[src/hw/rtl/i8bsdp_pkg.sv]
// ============================================================================
// i8bsdp_pkg: shared types and float helpers
// Payload structs, the command format between front and back, and
// IEEE single-precision multiply and add with round to nearest even.
// ============================================================================
package i8bsdp_pkg;

    localparam int          BLOCK_SIZE    = 32;
    localparam int          POS_W         = $clog2(BLOCK_SIZE);
    localparam logic [POS_W-1:0] LAST_POS = POS_W'(BLOCK_SIZE - 1);
    localparam logic [31:0] CANON_NAN     = 32'h7FC0_0000;
    localparam logic [31:0] POS_ZERO      = 32'h0000_0000;
    localparam logic        MODE_DOT      = 1'b0;
    localparam logic        MODE_DEQUANT  = 1'b1;

    typedef struct packed {
        logic signed [7:0] weight;
        logic [31:0]       activation;
        logic [31:0]       block_scale;
        logic [31:0]       prior_output;
        logic              last_in_row;
    } t_in;

    typedef struct packed {
        logic [31:0] result_value;
        logic        is_row_sum;
    } t_out;

    // One queued job for the back end: the item and how to handle it.
    typedef struct packed {
        t_in  item;
        logic dequant;
    } t_cmd;

    // Normalize, round to nearest even and pack. The value is
    // m / 2^47 * 2^(e - 127).
    function automatic logic [31:0] fp_pack(input logic s, input int e,
                                            input logic [47:0] m);
        logic [47:0] mm;
        int          ee;
        int          sh;
        int          lz;
        logic        found;
        logic        stk;
        logic [23:0] man;
        logic        rnd;
        logic [31:0] base;
        if (m == 48'd0) begin
            return {s, 31'd0};
        end
        lz    = 0;
        found = 1'b0;
        for (int i = 47; i >= 0; i--) begin
            if (!found && m[i]) begin
                lz    = 47 - i;
                found = 1'b1;
            end
        end
        mm = m << lz;
        ee = e - lz;
        if (ee < 1) begin
            sh = 1 - ee;
            if (sh > 48) begin
                sh = 48;
            end
            stk   = |(mm & ((48'd1 << sh) - 48'd1));
            mm    = mm >> sh;
            mm[0] = mm[0] | stk;
            ee    = 0;
        end
        if (ee >= 255) begin
            return {s, 8'hFF, 23'd0};
        end
        man  = mm[47:24];
        rnd  = mm[23] & ((|mm[22:0]) | man[0]);
        base = (ee >= 1) ? (32'(ee - 1) << 23) : 32'd0;
        base = base + {8'd0, man} + {31'd0, rnd};
        if (base >= 32'h7F80_0000) begin
            return {s, 8'hFF, 23'd0};
        end
        return {s, base[30:0]};
    endfunction

    function automatic logic [31:0] fp_from_int8(input logic signed [7:0] w);
        logic [7:0] mag;
        mag = w[7] ? 8'(-w) : 8'(w);
        return fp_pack(w[7], 134, {mag, 40'd0});
    endfunction

    function automatic logic [31:0] fp_mul(input logic [31:0] a, input logic [31:0] b);
        logic        s;
        logic        a_nan, b_nan, a_inf, b_inf, a_zero, b_zero;
        logic [23:0] ma, mb;
        int          ea, eb;
        logic [47:0] p;
        s      = a[31] ^ b[31];
        a_nan  = (a[30:23] == 8'hFF) && (a[22:0] != 23'd0);
        b_nan  = (b[30:23] == 8'hFF) && (b[22:0] != 23'd0);
        a_inf  = (a[30:23] == 8'hFF) && (a[22:0] == 23'd0);
        b_inf  = (b[30:23] == 8'hFF) && (b[22:0] == 23'd0);
        a_zero = (a[30:0] == 31'd0);
        b_zero = (b[30:0] == 31'd0);
        if (a_nan || b_nan || (a_inf && b_zero) || (b_inf && a_zero)) begin
            return CANON_NAN;
        end
        if (a_inf || b_inf) begin
            return {s, 8'hFF, 23'd0};
        end
        ma = {a[30:23] != 8'd0, a[22:0]};
        mb = {b[30:23] != 8'd0, b[22:0]};
        ea = (a[30:23] == 8'd0) ? 1 : int'(a[30:23]);
        eb = (b[30:23] == 8'd0) ? 1 : int'(b[30:23]);
        p  = ma * mb;
        return fp_pack(s, ea + eb - 126, p);
    endfunction

    function automatic logic [31:0] fp_add(input logic [31:0] a, input logic [31:0] b);
        logic [31:0] x, y;
        logic        a_nan, b_nan, a_inf, b_inf;
        int          ex, ey, d;
        logic [47:0] xa, xb, sum;
        logic        stk;
        logic        s;
        a_nan = (a[30:23] == 8'hFF) && (a[22:0] != 23'd0);
        b_nan = (b[30:23] == 8'hFF) && (b[22:0] != 23'd0);
        a_inf = (a[30:23] == 8'hFF) && (a[22:0] == 23'd0);
        b_inf = (b[30:23] == 8'hFF) && (b[22:0] == 23'd0);
        if (a_nan || b_nan || (a_inf && b_inf && (a[31] != b[31]))) begin
            return CANON_NAN;
        end
        if (a_inf) begin
            return a;
        end
        if (b_inf) begin
            return b;
        end
        // Larger magnitude goes first so the difference stays non-negative.
        if (b[30:0] > a[30:0]) begin
            x = b;
            y = a;
        end else begin
            x = a;
            y = b;
        end
        ex = (x[30:23] == 8'd0) ? 1 : int'(x[30:23]);
        ey = (y[30:23] == 8'd0) ? 1 : int'(y[30:23]);
        d  = ex - ey;
        if (d > 48) begin
            d = 48;
        end
        xa    = {1'b0, (x[30:23] != 8'd0), x[22:0], 23'd0};
        xb    = {1'b0, (y[30:23] != 8'd0), y[22:0], 23'd0};
        stk   = |(xb & ((48'd1 << d) - 48'd1));
        xb    = xb >> d;
        xb[0] = xb[0] | stk;
        sum   = (x[31] != y[31]) ? (xa - xb) : (xa + xb);
        s     = (sum == 48'd0) ? (x[31] & y[31]) : x[31];
        return fp_pack(s, ex + 1, sum);
    endfunction

endpackage

[src/hw/rtl/i8bsdp_front.sv]
// ============================================================================
// i8bsdp_front: intake and classification
// Accepts items, tags each with its handling from the mode register, and
// holds them in a two-entry queue for the back end.
// ============================================================================
module i8bsdp_front
    import i8bsdp_pkg::*;
(
    input  logic i_clk,
    input  logic i_rst_n,
    input  logic i_mode,
    input  logic i_in_valid,
    output logic o_in_ready,
    input  t_in  i_in_data,
    output logic o_cmd_valid,
    input  logic i_cmd_pop,
    output t_cmd o_cmd
);

    t_cmd       r_slot [2];
    logic       r_wr_ptr, r_rd_ptr;
    logic [1:0] r_count;
    logic       push;
    logic       pop;

    assign o_in_ready  = (r_count != 2'd2);
    assign o_cmd_valid = (r_count != 2'd0);
    assign o_cmd       = r_slot[r_rd_ptr];
    assign push        = i_in_valid && o_in_ready;
    assign pop         = i_cmd_pop && o_cmd_valid;

    always_ff @(posedge i_clk) begin
        if (!i_rst_n) begin
            r_wr_ptr <= 1'b0;
            r_rd_ptr <= 1'b0;
            r_count  <= 2'd0;
        end else begin
            if (push) begin
                r_wr_ptr <= ~r_wr_ptr;
            end
            if (pop) begin
                r_rd_ptr <= ~r_rd_ptr;
            end
            r_count <= r_count + {1'b0, push} - {1'b0, pop};
        end
    end

    always_ff @(posedge i_clk) begin
        if (push) begin
            r_slot[r_wr_ptr].item    <= i_in_data;
            r_slot[r_wr_ptr].dequant <= (i_mode == MODE_DEQUANT);
        end
    end

endmodule

[config.mk]
export PLATFORM = sky130hd
export DESIGN_NAME = i8bsdp_front
export DESIGN_NICKNAME = d
export VERILOG_FILES = /design/src/hw/rtl/i8bsdp_pkg.sv /design/src/hw/rtl/i8bsdp_front.sv
export SDC_FILE = /design/constraint.sdc
export NUM_CORES = 1
export LEC_CHECK = 0
export ABC_AREA = 1
export BUFFER_PORTS_ARGS = -buffer_cell sky130_fd_sc_hd__buf_2
export CORE_ASPECT_RATIO = 1.4
export CORE_MARGIN = 2
export CORE_UTILIZATION = 56
export DETAILED_ROUTE_END_ITERATION = 6
export MAX_ROUTING_LAYER = met4
export PLACE_DENSITY_LB_ADDON = 0.12
export SYNTH_ARGS = -nofsm -noshare
export SYNTH_HDL_FRONTEND = slang
export SYNTH_SLANG_ARGS = --single-unit
[constraint.sdc]
create_clock -name i_clk -period 17.4 [get_ports i_clk]
set_input_delay 0 -clock i_clk [delete_from_list [all_inputs] [get_ports i_clk]]
set_output_delay 0 -clock i_clk [all_outputs]
set_load 0.02 [all_outputs]
==> flow_summary.toml <==
[status]
status = "finished, final reports clean"

[yosys]
yosys.area_share.adder_pct = 0.311
synth_xor_area_share_pct = 0
synth_nets = 478
ys_warn_count = 0
ys_ff_latch = 217
synth_mux_area_share_pct = 16.7
synth_simple_gate_area_share_pct = 0.979
synth_top_family_by_area = "multiplexers"
netlist_area_um2 = 8050
synth-compound-area-share_pct = 0.124
ys_seq_area_share_pct = 80.3
ys_types = 12
synthCells = 366
avgSynthCellArea_um2 = 22.0

[clock_tree]
cts_tree = "done"
htreeDepth = 1
cts_root_buf = "clkbuf_16"
postCtsSetupBuffers = 0
path_clk_slew_ns = 0.06
cts.sink_count = 217
post_cts_resized = 0
cts_buffers = 20
clock_latency_ns = 0.49
cts_buffer_depth = 3

[grt]
antenna_found_initial = 2
grt_overflow = 0
grt_use_total_pct = 20.9
met2_usage_pct = 35.8
met1_usage_pct = 23.1
grt_pass1_wl_mm = 24.4
grt_pass1_vias = 4938
busiest_layer = "met2"
grt_max_degree = 59
use_met3_pct = 4.79

[cells_and_area]
mostFrequentLayoutCells = "buf_2 (217), edfxtp_1 (212), dlygate4sd3_1 (109)"
area_growth_pct = 36.6
final_common_cell = "buf_2"
layout-drive-gt1-share_pct = 49.2
nFillCells = 758
nets = 818
multi_input_area_um2 = 1470
register_area_um2 = 6470
instances_no_fill = 906

[sta]
relSlewSlack_pct = 43.6
worst_slew_pin_slew_ns = 0.846
fmax_mhz = 357
final-hold-violation-count = 0
rsz0062_at_grt = "no"
timing.final.crit_share_pct = 16.1
setup_viol = 0
slew_violations = 0
setup-tns-final_ns = 0
finClkSkew_ns = 0.0168
min_period_ns = 2.80

[floorplan]
core_area_um2 = 14000
die_area_um2 = 15400
initial_core_util_pct = 57.6
core.rowCount = 51
fp.dieW_um = 105
io_pins = 218
die_h_um = 146

[detailed_routing]
drtIter0Drc = 232
wl_mm = 15.9
viasPerCell = 5.01
wl_per_cell_um = 17.6
drtPass1Iterations = 4
dr_total_vias = 4538
drtAntennaViolNets = 0
drc = 0

[job]
drv_cap = 0

[hold_path]
min-delay-start = "i_in_data[36]"
holdCritPathClass = "input port to flip-flop"
hold_path_end = "r_slot[1][37]$_DFFE_PP_"
holdPathStages = 2

[worst_setup_path]
crit_path_top_delay_cell = "dfxtp_4"
crit_required_ns = 17.40
r2r_start = "r_count[0]$_SDFF_PN0_"
crit_path_end_kind = "primary output"
path_cells = "buf_4 > mux2_2 > buf_2"
crit_path_max_fanout = 58
path_class = "flip-flop to primary output"
slowest_delay_ns = 0.89
critPathArrivalTime_ns = 2.80
startpoint_type = "flip-flop"
r2r-end = "r_slot[1][34]$_DFFE_PP_"
reg2reg_depth = 5
rrSetupSlack_ns = 15.04

[placement]
hpwl_mm = 9.58
port_buffers = 217
place_inst = 760
place_congestion = 0.759

[pwr]
power.density_nw_per_um2 = 136
leakage_nw = 4.26
ir_drop_uv = 124
## final cells by class
cell class	instances	area share, %
diodes	2	0.0455
clock buffers	27	4.99
clock inverters	8	0.341
inverters	7	0.262
multi-input cells	130	13.3
flip-flops and latches	217	58.9
well taps	185	2.11
repair buffers	330	20.1
## through the flow
stage | utilization [%] | hold slack [ns] | setup slack [ns] | power, mW | area (um2)
6_report | 78.7 | 0.232 | 14.60 | 1.49 | 11000
5_1_grt | 78.7 | 0.229 | 14.46 | 1.55 | 11000
4_1_cts | 78.6 | 0.220 | 14.57 | 1.50 | 11000
3_5_place_dp | 66.6 | 0.191 | 15.06 | 1.09 | 9310
3_3_place_gp | 66.6 | 0.188 | 15.09 | 1.08 | 9310
2_1_floorplan | - | 0.0935 | 11.71 | 0.980 | 8050
## layer usage
layer	vias up	wire, um	part of all wire [%]
met5	-	0	0
met4	0	662	4.2
met2	193	8250	52
met1	2183	5980	38
li1	2109	-	-
met3	53	1040	6.5
## worst max-delay path, delay by kind of cell (launching register included)
family | cells | cell delay, ns
muxes | 1 | 0.42
buffers and inverters | 2 | 0.92
DFF | 1 | 0.89
## worst max-delay path by stage
stage / endpoint / slack (ns) / from
2_1_floorplan: r_slot[0][0]$_DFFE_PP_ / 11.71 / r_count[0]$_SDFF_PN0_
3_3_place_gp: r_slot[1][32]$_DFFE_PP_ / 15.09 / r_count[0]$_SDFF_PN0_
3_5_place_dp: r_slot[1][29]$_DFFE_PP_ / 15.06 / r_count[0]$_SDFF_PN0_
5_1_grt: o_cmd[23] / 14.46 / flip-flop
4_1_cts: o_cmd[58] / 14.57 / flip-flop
6_report: o_cmd[23] / 14.60 / flip-flop
## cells in the mapped netlist
library cell,count,area (um2)
a21oi_1,2,10.0
buf_2,6,30.0
buf_6,6,67.6
dfxtp_1,5,100
edfxtp_1,212,6370
ha_1,2,25.0
inv_1,7,26.3
mux2_2,66,743
mux2_4,40,601
nand2_1,9,33.8
nand3_1,3,15.0
nor2_1,8,30.0
## repair_timing
| item | 4_1_cts | 5_1_grt |
|---|---|---|
| endpoints found under the setup margin | 0 | 0 |
| hold endpoints to repair | 217 | 0 |
| hold buffers | 109 | 0 |
## logic make-up after synthesis
| kind of cell | count (synthesis) |
|---|---|
| adder cells (fa/ha/maj) | 2 |
| buffers and inverters | 19 |
| flip-flops | 217 |
| multiplexers | 106 |
| AND/OR/NAND/NOR | 20 |
| AO/OA/AOI/OAI | 2 |
## power by group
group          internal [mW]  leakage (nW)  switching, mW
logic                  0.174          1.96          0.226
registers              0.662          2.02         0.0348
clock network          0.221         0.286          0.172
total                   1.06          4.26          0.433
## flip-flops by register name, summed over array words and instances, names as in the netlist, named ones only
register,flops
r_wr_ptr,1
r_slot,212
r_rd_ptr,1
r_count,2
No activity file was read; power rests on OpenSTA's default activity.
